[config.mk]
export PLATFORM = sky130hd
export DESIGN_NAME = phsd_sqrt
export DESIGN_NICKNAME = d
export VERILOG_FILES = /design/src/sv/phsd_pkg.sv /design/src/sv/phsd_sqrt.sv
export SDC_FILE = /design/constraint.sdc
export NUM_CORES = 2
export LEC_CHECK = 0
export BUFFER_PORTS_ARGS = -buffer_cell sky130_fd_sc_hd__buf_2
export CAP_MARGIN = 15
export CORE_MARGIN = 1.5
export CORE_UTILIZATION = 33
export CTS_CLUSTER_DIAMETER = 60
export DETAILED_ROUTE_END_ITERATION = 6
export GPL_ROUTABILITY_DRIVEN = 0
export MAX_ROUTING_LAYER = met4
export PLACE_DENSITY = 0.52
export SLEW_MARGIN = 20
export SYNTH_ARGS = -nofsm -noshare
export SYNTH_HDL_FRONTEND = slang
export SYNTH_SLANG_ARGS = --single-unit
[constraint.sdc]
create_clock -name clk -period 6.6 [get_ports clk]
set_clock_uncertainty 0.2 [all_clocks]
set_input_delay 0.99 -clock clk [delete_from_list [all_inputs] [get_ports clk]]
set_output_delay 0.99 -clock clk [all_outputs]
set_load 0.05 [all_outputs]
[src/sv/phsd_pkg.sv]
package phsd_pkg;

    // field widths fixed by the word format
    localparam int FIELD_W = 32;
    localparam int SIZE_W  = 31;
    // sum of squares, its root, and the full-precision numerator
    localparam int RAD_W   = 64;
    localparam int ROOT_W  = 32;
    localparam int NUM_W   = 64;
    // one product of a normal magnitude and a size
    localparam int PROD_W  = FIELD_W + SIZE_W;

    typedef enum logic [1:0] {
        KIND_BOX      = 2'd0,
        KIND_SPHERE   = 2'd1,
        KIND_CAPSULE  = 2'd2,
        KIND_CYLINDER = 2'd3
    } kind_t;

    typedef struct packed {
        kind_t                      op;
        logic signed [FIELD_W-1:0]  normal_x;
        logic signed [FIELD_W-1:0]  normal_y;
        logic signed [FIELD_W-1:0]  normal_z;
        logic signed [FIELD_W-1:0]  plane_offset;
        logic [SIZE_W-1:0]          size_first;
        logic [SIZE_W-1:0]          size_second;
        logic [SIZE_W-1:0]          size_third;
    } query_t;

    typedef struct packed {
        logic signed [FIELD_W-1:0]  signed_distance;
        logic                       zero_normal;
        logic                       saturated;
    } result_t;

    localparam logic [FIELD_W-1:0] DIST_MAX = {1'b0, {(FIELD_W-1){1'b1}}};
    localparam logic [FIELD_W-1:0] DIST_MIN = {1'b1, {(FIELD_W-1){1'b0}}};

    // magnitude of a two's complement field; the most negative value maps to 2^31
    function automatic logic [FIELD_W-1:0] mag(input logic signed [FIELD_W-1:0] v);
        logic [FIELD_W-1:0] r;
        r = v[FIELD_W-1] ? FIELD_W'(-v) : FIELD_W'(v);
        return r;
    endfunction

endpackage

[src/sv/phsd_sqrt.sv]
module phsd_sqrt (
    input  logic                         clk,
    input  logic                         adv,
    input  logic [phsd_pkg::RAD_W-1:0]   radicand,
    output logic [phsd_pkg::ROOT_W-1:0]  root
);

    localparam int RW = phsd_pkg::RAD_W + 2;
    localparam int QW = phsd_pkg::ROOT_W;

    logic [RW-1:0] rem_reg  [QW];
    logic [QW-1:0] root_reg [QW];

    // one root bit per stage, msb first; remainder holds radicand - root^2
    for (genvar j = 0; j < QW; j++)
    begin : g_stage
        localparam int K = QW - 1 - j;
        logic [RW-1:0] rem_in;
        logic [RW-1:0] trial;
        logic [RW-1:0] rem_next;
        logic [QW-1:0] root_in;
        logic [QW-1:0] root_next;

        if (j == 0)
        begin : g_first
            assign rem_in  = RW'(radicand);
            assign root_in = '0;
        end
        else
        begin : g_rest
            assign rem_in  = rem_reg[j-1];
            assign root_in = root_reg[j-1];
        end

        // (root + 2^k)^2 - root^2
        assign trial = (RW'(root_in) << (K + 1)) + (RW'(1) << (2 * K));

        always_comb
        begin
            rem_next  = rem_in;
            root_next = root_in;
            if (rem_in >= trial)
            begin
                rem_next  = rem_in - trial;
                root_next = root_in | (QW'(1) << K);
            end
        end

        always_ff @(posedge clk)
        begin
            if (adv)
            begin
                rem_reg[j]  <= rem_next;
                root_reg[j] <= root_next;
            end
        end
    end

    assign root = root_reg[QW-1];

endmodule

==> impl_metrics.json <==
{
  "path_max_fanout": 53,
  "seqPwrFrac_pct": 46.5,
  "first_iter_violations": 6599,
  "end_kind": "register",
  "ys_ff_latch": 2573,
  "cts_num_sinks": 2573,
  "synthesis.nets": 10500,
  "required_ns": 6.95,
  "cts.path.max_buffers": 4,
  "placement_rows": 224,
  "final_util_pct": 37.5,
  "power_density_nw_per_um2": 345,
  "min_path_cells": 1,
  "wirelength_mm": 319,
  "ir_worst_vdd_mv": 0.228,
  "rr_endpoint": "rem_reg[1][875]$_DFFE_PP_",
  "die_height_um": 615,
  "firstDrtPassIters": 7,
  "drc": 4,
  "final_nets": 10800,
  "dieWidth_um": 615,
  "core_area_sq_um": 372000,
  "yosysSeqAreaShare_pct": 62.5,
  "detail-route-antenna-nets": 0,
  "design_area_sq_um": 140000,
  "cts_tree": "yes",
  "largest_reg_flops": 2045,
  "crit_chain": "ha_1 > nand3_1 > nor4_1 > nor3b_1 > o2111ai_1 > a311oi_1 > nor2_1 > buf_4 > inv_2 > mux2_2",
  "status": "complete, but fails checks",
  "crit_slowest_cell": "nor4_1",
  "grt_pass1_vias": 79900,
  "power_switching_mw": 14.1,
  "start_kind": "register",
  "r2r_setup_slack_ns": 1.11,
  "crit_type": "register to register",
  "dp_hpwl_mm": 242,
  "port_buffers": 97,
  "period_needed_ns": 5.49,
  "fin_hold_ws_ns": 0.101,
  "overflow": 0,
  "syn_area_per_cell_sq_um": 12.5,
  "initial_core_util_pct": 33.2,
  "slew_headroom_pct": 15.8,
  "via_per_inst": 5.15,
  "ys_types": 97,
  "h-tree-depth": 5,
  "synth.top_cell.area_share_pct": 62.5,
  "min_from": "radicand[50]",
  "drive_above_1_share_pct": 7.20,
  "final_common_cell": "edfxtp_1",
  "worstMarginPinSlew_ns": 1.25,
  "reg2reg_depth": 10,
  "dp_slack_ns": 1.28,
  "r2r-start": "rem_reg[1][813]$_DFFE_PP_",
  "synth-edff-count": 2573,
  "finalSetupViolCount": 0,
  "grt_pass1_wl_mm": 482,
  "timing.final.crit_share_pct": 83.1,
  "vias": 79000,
  "failed_checks": "DRC",
  "clock_power_share_pct": 33.4,
  "place_area_sq_um": 130000,
  "synth_area_leaders": "edfxtp_1, ha_1, xnor2_1",
  "post_cts_buffers": 0,
  "fin_tns_setup_ns": 0,
  "area_delta_synth_final_pct": 13.1,
  "clk_latency_ns": 0.85,
  "routedWlPerCell_um": 20.8,
  "synth_area_sq_um": 124000,
  "cp.arrival_ns": 5.84,
  "hold_violations": 0,
  "ctsRootBufferMaster": "clkbuf_16",
  "grt.total_usage_pct": 16.8,
  "switching_share_pct": 29.2,
  "fmax_mhz": 182,
  "ios": 98,
  "grt_antenna_before_repair": 4,
  "grt_max_degree": 192,
  "yosys_warnings": 0,
  "drv_cap": 0,
  "rsz0062_at_grt": "false",
  "synthArstFlopShare_pct": 0,
  "fillerInstances": 35100,
  "synth_cells": 9896,
  "mostFrequentLayoutCells": "edfxtp_1, inv_1, nor2_1",
  "clkTransAtPathRegs_ns": 0.06,
  "ctsResizeCount": 0,
  "final_cell_count_no_fill": 15300,
  "synth_ff_type": "edfxtp_1",
  "hold_buffers": 0,
  "fin_ws_ns": 1.11,
  "numCtsBuffers": 289,
  "max_stage_delay_ns": 0.95,
  "p_leak_nw": 51.2,
  "drv_slew": 0,
  "holdPathEnd": "rem_reg[0][50]$_DFFE_PP_",
  "placedCellCount": 14800,
  "p_total_mw": 48.2,
  "power_frac_comb_pct": 20.1,
  "hold_path.class": "input port to register",
  "yosys.area.top_type": "edfxtp_1",
  "dieArea_sq_um": 378000,
  "internal_power_mw": 34.1
}
[worst max-delay path: cells and delay by family, from the launching register on]
kind,cells,cell delay [ns]
buf+inv,2,0.84
compound gates,2,0.78
fa+ha+maj,1,0.39
mux,1,0.42
flops,1,0.42
simple gates,4,2.12
[layer usage]
metal,up-vias,GRT usage [%],share of wire [%]
li1,37600,-,-
met1,38500,18.1,38
met2,2204,31.3,53
met3,700,1.72,3.6
met4,0,7.47,5.0
met5,-,-,0
[cells in the mapped netlist, types with 14 or more instances]
cell type	instances
o211ai_1	33
nand2b_1	108
or3_1	113
and3_1	46
a31oi_1	39
o41ai_1	21
o21bai_1	72
a211o_1	15
nor3_1	280
nor4_1	349
xor2_1	450
a221oi_1	16
nand4_1	173
o21ai_0	444
nand3_1	148
nor2_1	687
buf_1	14
clkbuf_1	169
a21o_1	192
ha_1	558
o31ai_1	46
mux2_2	83
xnor2_1	489
a211oi_1	41
a21boi_0	30
nand2_1	655
nor3b_1	21
nor4b_1	42
inv_1	697
a21oi_1	649
and4_1	19
nor2b_1	79
o21a_1	100
nand3b_1	35
and2_1	37
or2_2	37
nand4b_1	18
or4_1	94
o2111ai_1	15
edfxtp_1	2573
[logic make-up after synthesis]
| logic type | after synthesis | share of synthesized area [%] |
|---|---|---|
| and+or+nand+nor | 2984 | 12.4 |
| DFF | 2573 | 62.5 |
| AOI/OAI and AO/OA | 1845 | 9.18 |
| xor gates and xnor gates | 939 | 6.65 |
| buffers and inverters | 904 | 2.79 |
| adders and majority gates | 558 | 5.65 |
| muxes | 93 | 0.837 |
[power by group through the flow]
stage	combinational (mW)	sequential (mW)	clock (mW)
final	9.71	22.4	16.1
after global routing	10.7	22.6	17.1
after CTS	9.62	22.4	16.5
after detailed placement	9.55	22.7	0
after global placement	9.38	22.7	0
after floorplan	6.98	21.8	0
[how the worst max path moves through the flow]
stage | start | end | cells after the start | slack (ns)
after CTS | rem_reg[1][813]$_DFFE_PP_ | rem_reg[1][875]$_DFFE_PP_ | 10 | 1.21
after global routing | rem_reg[1][813]$_DFFE_PP_ | rem_reg[1][872]$_DFFE_PP_ | 10 | 1.05
after global placement | rem_reg[1][856]$_DFFE_PP_ | rem_reg[1][870]$_DFFE_PP_ | 9 | 1.25
after detailed placement | rem_reg[1][813]$_DFFE_PP_ | rem_reg[1][890]$_DFFE_PP_ | 10 | 1.28
after floorplan | rem_reg[1][695]$_DFFE_PP_ | rem_reg[1][781]$_DFFE_PP_ | 12 | 2.75
final | rem_reg[1][813]$_DFFE_PP_ | rem_reg[1][875]$_DFFE_PP_ | 10 | 1.11
[layout make-up]
cell class              count  area [sq um]  share of cell area [%]
well taps                4972          6220                    4.45
diodes                      9          22.5                  0.0161
repair buffers            164          1170                   0.837
inverters                 703          2640                    1.89
multi-input cells        6419         43100                    30.8
clock inverters           154          1720                    1.23
flip-flops and latches   2573         77300                    55.3
clock buffers             350          7670                    5.49
Power figures use the tool's default switching activity.
