===== src/sv/phsd_delay.sv =====
module phsd_delay #(
    parameter int WIDTH = 8,
    parameter int DEPTH = 4
) (
    input  logic             clk,
    input  logic             rst_n,
    input  logic             adv,
    input  logic [WIDTH-1:0] din,
    output logic [WIDTH-1:0] dout
);

    logic [WIDTH-1:0] tap_reg [DEPTH];

    always_ff @(posedge clk or negedge rst_n)
    begin
        if (!rst_n)
        begin
            for (int i = 0; i < DEPTH; i++)
            begin
                tap_reg[i] <= '0;
            end
        end
        else if (adv)
        begin
            tap_reg[0] <= din;
            for (int i = 1; i < DEPTH; i++)
            begin
                tap_reg[i] <= tap_reg[i-1];
            end
        end
    end

    assign dout = tap_reg[DEPTH-1];

endmodule


===== config.mk =====
export PLATFORM = sky130hd
export DESIGN_NAME = phsd_delay
export DESIGN_NICKNAME = d
export VERILOG_FILES = /design/src/sv/phsd_delay.sv
export SDC_FILE = /design/constraint.sdc
export NUM_CORES = 1
export LEC_CHECK = 0
export BUFFER_PORTS_ARGS = -buffer_cell sky130_fd_sc_hd__buf_2
export CAP_MARGIN = 20
export CORE_MARGIN = 8
export CORE_UTILIZATION = 28
export DETAILED_ROUTE_END_ITERATION = 7
export SLEW_MARGIN = 15
export SYNTH_ARGS = -nofsm -noshare
export SYNTH_HDL_FRONTEND = slang
export SYNTH_SLANG_ARGS = --single-unit

===== constraint.sdc =====
create_clock -name clk -period 0.8 [get_ports clk]
set_input_delay 0 -clock clk [delete_from_list [all_inputs] [get_ports clk]]
set_output_delay 0 -clock clk [all_outputs]
set_load 0.005 [all_outputs]

==> flow_metrics.tcl, run 1 <==
set metrics [dict create \
    fin_hold_ws_ps 187.0 \
    syn2layout_area_growth_pct 21.37 \
    grt_usage 0.06496 \
    synthAdderAreaFrac 0 \
    hold_viol_final 0 \
    antenna_found_initial 0 \
    viasPerCell 3.846 \
    cp.required_ps 800 \
    grt-ovfl-total 0 \
    finalCriticalPeriod_ps 805.7 \
    initial_core_util 0.2936 \
    powerDensity_mw_per_mm2 2508 \
    worstPathCellList "buf_2" \
    max_clock_freq_ghz 1.241 \
    ctsHtreeMaxLevel 2 \
    max_stage_delay_ps 380 \
    mostFrequentLayoutCells "32 x dfrtp_1, 30 x mux2_4, 18 x buf_2" \
    clockRootBuffer "clkbuf_8" \
    hp-class "in2async" \
    io_pins 19 \
    dr.pass1.iters 3 \
    yosys_warnings 0 \
    finalMaxSlewViolations 0 \
    cts_tree "yes" \
    hpwl_um 1395 \
    ys_types 6 \
    cts.sinks 32 \
    syn_area_mm2 0.001405 \
    peakVddDrop_uv 1151 \
    avgSynthCellArea_um2 18.49 \
    layout_commonest_cell "dfrtp_1" \
    crit_buf_inv 1 \
    fin_ws_ps -5.704 \
    rows 25 \
    wl_per_cell_um 12.02 \
    synth_xor_area_frac 0 \
    cts_buffers 5 \
    grt_max_degree 33 \
    io_buffers 18 \
    final_area_mm2 0.001705 \
    drv_cap 0 \
    cp-start-kind "flop" \
    drc 0 \
    synth_mux_area_frac 0.3366 \
    relSlewSlack 0.8860 \
    clk_latency_ps 280 \
    die_w_um 86.84 \
    violations "setup timing" \
    syn-num-nets 87 \
    setup_viol 2 \
    worstPathMaxFanout 2 \
    place_congestion 0.6107 \
    num-nets-final 112 \
    diodes 0 \
    status "finished with violations" \
    synth_top_family_by_area "multiplexers" \
    num_vias 650 \
    ant_nets 0 \
    arrival_ps 810 \
    rsz0062_at_grt "yes" \
    largest_register_ffs 24 \
    finClkSkew_ps 6.044 \
    placed_area_mm2 0.001508 \
    post-route-period-util 1.007 \
    drive_gt1_frac 0.5882 \
    yosys.area_share.simple 0 \
    total_power_w 0.004277 \
    fill_cells 465 \
    post_cts_resized 0 \
    cp-end-kind "primary output" \
    cp_slowest_cell "dfrtp_1" \
    drt_iter0_drc 11 \
    r2r_slack_ps 30 \
    dieArea_mm2 0.007541 \
    ys_seq_area_frac 0.5699 \
    routed_wl_um 2032 \
    die_h_um 86.84 \
    core_area_mm2 0.004786 \
    setup_tns_ps -10.36 \
    grt_pass1_wl_um 3677 \
    clk_pin_slew_ps 70 \
    cts_setup_buffers 0 \
    tightestPinTransition_ps 171.0 \
    critical_path_class "reg2out" \
    grt_pass1_vias 764 \
    crit_family "flip-flops" \
    synthCells 76 \
    clockBufferDepth 2 \
    power_leakage_nw 0.8228 \
    synth_seq_cells 32 \
    synth_compound_area_frac 0 \
]
[routing by layer]
| layer | wire length, um | track usage | share of wire | vias to the layer above |
|---|---|---|---|---|
| met1 | 1042 | 0.08099 | 0.51 | 325 |
| met3 | 83 | 0.02836 | 0.041 | 7 |
| li1 | - | - | - | 301 |
| met2 | 859 | 0.09022 | 0.42 | 17 |
| met5 | 0 | 0 | 0 | - |
| met4 | 47 | 0.03756 | 0.023 | 0 |
[per-stage QoR]
| stage | setup slack, ps | utilization | cells |
|---|---|---|---|
| after floorplan | 70.59 | - | 76 |
| after global placement | 26.45 | 0.3150 | 152 |
| after detailed placement | 15.89 | 0.3150 | 152 |
| after CTS | -22.81 | 0.3563 | 169 |
| after global routing | -48.25 | 0.3563 | 169 |
| final | -5.704 | 0.3563 | 169 |
[area by class of cell]
cell class                 instances  area, um^2  share of cell area
clock buffer                       6       72.57             0.04255
clock inverter                     2       35.03             0.02054
multi-input combinational         32       473.0              0.2773
tap                               67       83.83             0.04916
timing repair buffer              30       240.2              0.1409
sequential                        32       800.8              0.4696
[power by group]
part	switching, W	internal (W)	leakage, nW	total [W]
combinational	0.000206	0.000517	0.392	0.000723
clock	0.000570	0.000923	0.0552	0.00149
sequential	0.000161	0.00190	0.376	0.00206
[logic make-up after synthesis]
family   Yosys count
buf+inv           12
flops             32
mux               32
[worst paths after layout]
kind | from | to | depth (start not counted)
min | rst_n | tap_reg[23] | 3
min in group clk | adv | tap_reg[22] | 3
max | dout[3] | dout[3] | 1
max reg2reg | tap_reg[10] | tap_reg[10] | 1
min reg2reg | tap_reg[21] | tap_reg[13] | 1
max in group asynchronous | rst_n | dout[6] | 3
[timing repair]
action,CTS,global route
endpoints found under the hold margin,40,0
setup endpoints to repair,5,8
hold buffers,9,0
[cell usage after synthesis]
| master | instances | share of area |
|---|---|---|
| buf_12 | 3 | 0.043 |
| buf_6 | 1 | 0.0080 |
| mux2_2 | 2 | 0.016 |
| buf_4 | 8 | 0.043 |
| mux2_4 | 30 | 0.32 |
| dfrtp_1 | 32 | 0.57 |
No activity file was read; power rests on OpenSTA's default activity.
==> run 2: changes to the inputs <==
--- a/config.mk
+++ b/config.mk
@@ -8,8 +8,10 @@
 export BUFFER_PORTS_ARGS = -buffer_cell sky130_fd_sc_hd__buf_2
 export CAP_MARGIN = 20
 export CORE_MARGIN = 8
-export CORE_UTILIZATION = 28
+export CORE_UTILIZATION = 40
+export CTS_CLUSTER_SIZE = 30
 export DETAILED_ROUTE_END_ITERATION = 7
+export SKIP_CTS_REPAIR_TIMING = 1
 export SLEW_MARGIN = 15
 export SYNTH_ARGS = -nofsm -noshare
 export SYNTH_HDL_FRONTEND = slang
==> run 2 against run 1 <==
The run still ends with setup timing left. Die area down 25%. Via count did not move. Total power is 13% lower. Clock-buffer cell count up 2. Setup slack worse by 45 ps. Critical path depth unchanged. Register-to-register slack is essentially flat. Largest cell class unchanged.
==> flow_metrics.tcl, run 2 (synthesized netlist as in run 1, its figures left out) <==
set metrics [dict create \
    dr.pass1.iters 4 \
    peakVddDrop_uv 1113 \
    clk_latency_ps 320 \
    tightestPinTransition_ps 237.8 \
    crit_end "dout[1]" \
    io_pins 19 \
    grt_pass1_vias 695 \
    worstPathMaxFanout 2 \
    critical_path_class "reg2out" \
    grt_pass1_wl_um 3236 \
    ctsHtreeMaxLevel 2 \
    finalCriticalPeriod_ps 850.3 \
    ant_nets 0 \
    drt_iter0_drc 35 \
    clockBufferDepth 2 \
    crit_buf_inv 1 \
    status "finished with violations" \
    max_stage_delay_ps 400 \
    setup_viol 8 \
    hpwl_um 1399 \
    drive_gt1_frac 0.5865 \
    max_clock_freq_ghz 1.176 \
    core_area_mm2 0.003363 \
    fin_ws_ps -50.32 \
    io_buffers 18 \
    antenna_found_initial 0 \
    grt-ovfl-total 0 \
    dieArea_mm2 0.005666 \
    r2r_slack_ps 30 \
    finalMaxSlewViolations 0 \
    rsz0062_at_grt "yes" \
    arrival_ps 850 \
    cp.required_ps 800 \
    num-nets-final 114 \
    cts_buffers 5 \
    relSlewSlack 0.8415 \
    place_congestion 0.6260 \
    powerDensity_mw_per_mm2 2254 \
    routed_wl_um 1998 \
    total_power_w 0.003709 \
    diodes 0 \
    fill_cells 310 \
    drc 0 \
    grt_usage 0.08119 \
    finClkSkew_ps 7.292 \
    post-route-period-util 1.063 \
    worst_r2r_endpoint "tap_reg[28]" \
    layout_commonest_cell "dfrtp_1" \
    die_w_um 75.27 \
    regArea_um2 800.8 \
    cts_tree "yes" \
    setup_tns_ps -317.5 \
    initial_core_util 0.4178 \
    cp.depth 1 \
    r2r-start "tap_reg[28]" \
    wl_per_cell_um 13.32 \
    cts.sinks 32 \
    num_vias 650 \
    die_h_um 75.27 \
    viasPerCell 4.333 \
    pre_cts_slack_ps -1.332 \
    grt_max_degree 20 \
    rr_worst_depth 1 \
    worstPathCellList "buf_2" \
    hp-class "in2async" \
    violations "setup timing" \
    syn2layout_area_growth_pct 17.10 \
    crit_family "flip-flops" \
    power_leakage_nw 0.8098 \
    rows 21 \
    clockRootBuffer "clkbuf_4" \
    cp-end-kind "primary output" \
    clk_pin_slew_ps 90 \
    cp-start-kind "flop" \
    multi_input_area_um2 473.0 \
    hold_viol_final 0 \
    cp_slowest_cell "dfrtp_1" \
    mostFrequentLayoutCells "32 x dfrtp_1, 30 x mux2_4, 18 x buf_2" \
    startpoint "dout[1]" \
    drv_cap 0 \
    largest_register_ffs 24 \
]
## run 2: changes by cell type in the layout (fill, tap and decap cells not counted), sizes merged
| cell | delta |
|---|---|
| clkinv | -1 |
| buf | +2 |
| clkbuf | +2 |
| bufinv | -1 |
## run 2: how the worst min path moves through the flow
stage	start	to	depth (start not counted)
detailed placement	rst_n	dout[6]	2
CTS	rst_n	dout[6]	2
global route	rst_n	dout[6]	3
global placement	rst_n	dout[6]	2
floorplan	rst_n	dout[0]	0
finish	rst_n	dout[6]	3
## run 2: per-stage QoR
stage	instances	area [um^2]	hold WS [ps]	util
2_1_floorplan	76	1405	-295.6	-
3_3_place_gp	133	1496	-31.01	0.4449
3_5_place_dp	133	1496	-38.60	0.4449
4_1_cts	141	1555	-409.4	0.4624
5_1_grt	150	1645	132.0	0.4892
6_report	150	1645	139.5	0.4892
## run 2: metal layers
| layer | part of all wire | vias up | track usage | wire length, um |
|---|---|---|---|---|
| met3 | 0.078 | 7 | 0.04261 | 156 |
| met2 | 0.42 | 20 | 0.09981 | 831 |
| met1 | 0.47 | 317 | 0.09929 | 945 |
| li1 | - | 306 | - | - |
| met4 | 0.032 | 0 | 0.07036 | 64 |
| met5 | 0 | - | 0 | 0 |
## run 2: cell type report
cell class | count | area share
Clock buffer | 8 | 0.03574
Multi-Input combinational cell | 32 | 0.2875
Sequential cell | 32 | 0.4867
Tap cell | 46 | 0.03498
Timing Repair Buffer | 32 | 0.1551
## run 2: power by group
group	leakage, nW	internal, W	total (W)	switching, W
Sequential	0.376	0.00190	0.00205	0.000155
Combinational	0.401	0.000523	0.000728	0.000205
Clock	0.0326	0.000433	0.000929	0.000496
==> run 3: changes to the inputs <==
--- a/config.mk
+++ b/config.mk
@@ -5,12 +5,14 @@
 export SDC_FILE = /design/constraint.sdc
 export NUM_CORES = 1
 export LEC_CHECK = 0
-export BUFFER_PORTS_ARGS = -buffer_cell sky130_fd_sc_hd__buf_2
+export ABC_CLOCK_PERIOD_IN_PS = 800
 export CAP_MARGIN = 20
 export CORE_MARGIN = 8
 export CORE_UTILIZATION = 40
 export CTS_CLUSTER_SIZE = 30
 export DETAILED_ROUTE_END_ITERATION = 7
+export DONT_BUFFER_PORTS = 1
+export SETUP_SLACK_MARGIN = 0.2
 export SKIP_CTS_REPAIR_TIMING = 1
 export SLEW_MARGIN = 15
 export SYNTH_ARGS = -nofsm -noshare
==> run 3 against run 2 <==
Utilization decreased by 2.3 points. Largest power group unchanged. Clock-buffer cell count unchanged. Cell area decreased by 4.7%. Critical path depth unchanged. Clock skew increased by 2.4 ps. Cell count decreased by 11%. Fmax decreased by 1.6%. Die area unchanged. Hold slack got worse by 790 ps. Flip-flop and latch count unchanged. The flow finishes with violations (hold timing, setup timing).
==> flow_metrics.tcl, run 3 (synthesized netlist as in run 1, its figures left out) <==
set metrics [dict create \
    syn2layout_area_growth_pct 11.58 \
    tightestPinTransition_ps 109.1 \
    cp.required_ps 800 \
    cp-end-kind "primary output" \
    diodes 0 \
    drv_cap 0 \
    use_met3 0.05193 \
    place_congestion 0.6069 \
    drt_iter0_drc 24 \
    grt_pass1_wl_um 3015 \
    total_power_w 0.003727 \
    grt_use_met1 0.09214 \
    cts.sinks 32 \
    cts_tree "yes" \
    io_buffers 0 \
    status "finished with violations" \
    critical_path_class "reg2out" \
    crit_buf_inv 1 \
    viasPerCell 4.455 \
    dr.pass1.iters 4 \
    mostFrequentLayoutCells "32 x mux2_4, 32 x dfrtp_1, 8 x dlygate4sd3_1, 8 x buf_6, 5 x clkbuf_4" \
    die_h_um 75.27 \
    initial_core_util 0.4178 \
    peakVddDrop_uv 977.1 \
    fin_ws_ps -64.34 \
    grt_max_degree 33 \
    cts_buffers 5 \
    ant_nets 0 \
    grt-busiest-layer "met1" \
    dieArea_mm2 0.005666 \
    hp-class "in2async" \
    rsz0062_at_grt "yes" \
    placed_area_mm2 0.001391 \
    arrival_ps 860 \
    die_w_um 75.27 \
    startpoint "dout[1]" \
    num-nets-final 98 \
    regArea_um2 800.8 \
    final_area_mm2 0.001568 \
    worst_r2r_endpoint "dout[1]" \
    powerDensity_mw_per_mm2 2377 \
    setup_viol 8 \
    finClkSkew_ps 9.698 \
    rr_worst_depth 1 \
    r2r_slack_ps 10 \
    num_vias 597 \
    drive_gt1_frac 0.5227 \
    power_leakage_nw 0.7531 \
    grt_pass1_vias 633 \
    wl_per_cell_um 14.29 \
    antenna_found_initial 0 \
    finalMaxSlewViolations 0 \
    clockBufferDepth 2 \
    core_area_mm2 0.003363 \
    grt_usage 0.07429 \
    clk_pin_slew_ps 100 \
    max_clock_freq_ghz 1.157 \
    rows 21 \
    fin_hold_ws_ps -648.8 \
    largest_register_ffs 24 \
    drc 0 \
    io_pins 19 \
    clk_latency_ps 330 \
    hold_viol_final 64 \
    clockRootBuffer "clkbuf_4" \
    post-route-period-util 1.080 \
    worstPathCellList "buf_6" \
    crit_family "flip-flops" \
    relSlewSlack 0.9273 \
    fill_cells 322 \
    r2r-start "dout[1]" \
    cp-start-kind "flop" \
    finalCriticalPeriod_ps 864.3 \
    worstPathMaxFanout 2 \
    grt-ovfl-total 0 \
    ctsHtreeMaxLevel 2 \
    routed_wl_um 1915 \
    cp.depth 1 \
    met2_usage 0.08925 \
    max_stage_delay_ps 410 \
    violations "hold timing, setup timing" \
    crit_end "dout[1]" \
    setup_tns_ps -377.3 \
    hpwl_um 1124 \
    pre_cts_slack_ps 41.71 \
    cp_slowest_cell "dfrtp_1" \
    multi_input_area_um2 480.5 \
]
-- run 3: cell count changes in the layout (fill, tap and decap cells not counted) --
| cell | before | now |
|---|---|---|
| mux2_4 | 30 | 32 |
| buf_2 | 18 | 0 |
| buf_12 | 3 | 0 |
| buf_6 | 0 | 8 |
| buf_4 | 2 | 0 |
| dlygate4sd3_1 | 9 | 8 |
| mux2_2 | 2 | 0 |
-- run 3: layout make-up --
cell class                      count  share of cell area
Sequential cell                    32              0.5108
Clock buffer                        8             0.03751
Timing Repair Buffer               16              0.1085
Multi-Input combinational cell     32              0.3065
Tap cell                           46             0.03671
-- run 3: through the flow --
step,util,instances
final,0.4661,134
after detailed placement,0.4137,118
after global placement,0.4137,118
after floorplan,-,76
after CTS,0.4312,126
after global routing,0.4661,134
-- run 3: metal layers --
layer,vias to the layer above,routed length [um]
met4,0,39
met5,-,0
met3,5,140
met2,18,779
li1,272,-
met1,302,956
-- run 3: where the power goes --
part / total (W) / internal [W] / switching, W / leakage (nW)
Sequential: 0.00207 / 0.00190 / 0.000176 / 0.376
Combinational: 0.000711 / 0.000589 / 0.000122 / 0.345
Clock: 0.000943 / 0.000434 / 0.000509 / 0.0326
Total: 0.00373 / 0.00292 / 0.000807 / 0.753
-- run 3: how the worst min path moves through the flow --
stage / start / slack (ps) / to
after global routing: rst_n / -680 / dout[4]
after CTS: rst_n / -670 / dout[4]
after global placement: rst_n / -290 / dout[4]
after floorplan: rst_n / -300 / dout[0]
after detailed placement: rst_n / -290 / dout[4]
final: rst_n / -650 / tap_reg[19]
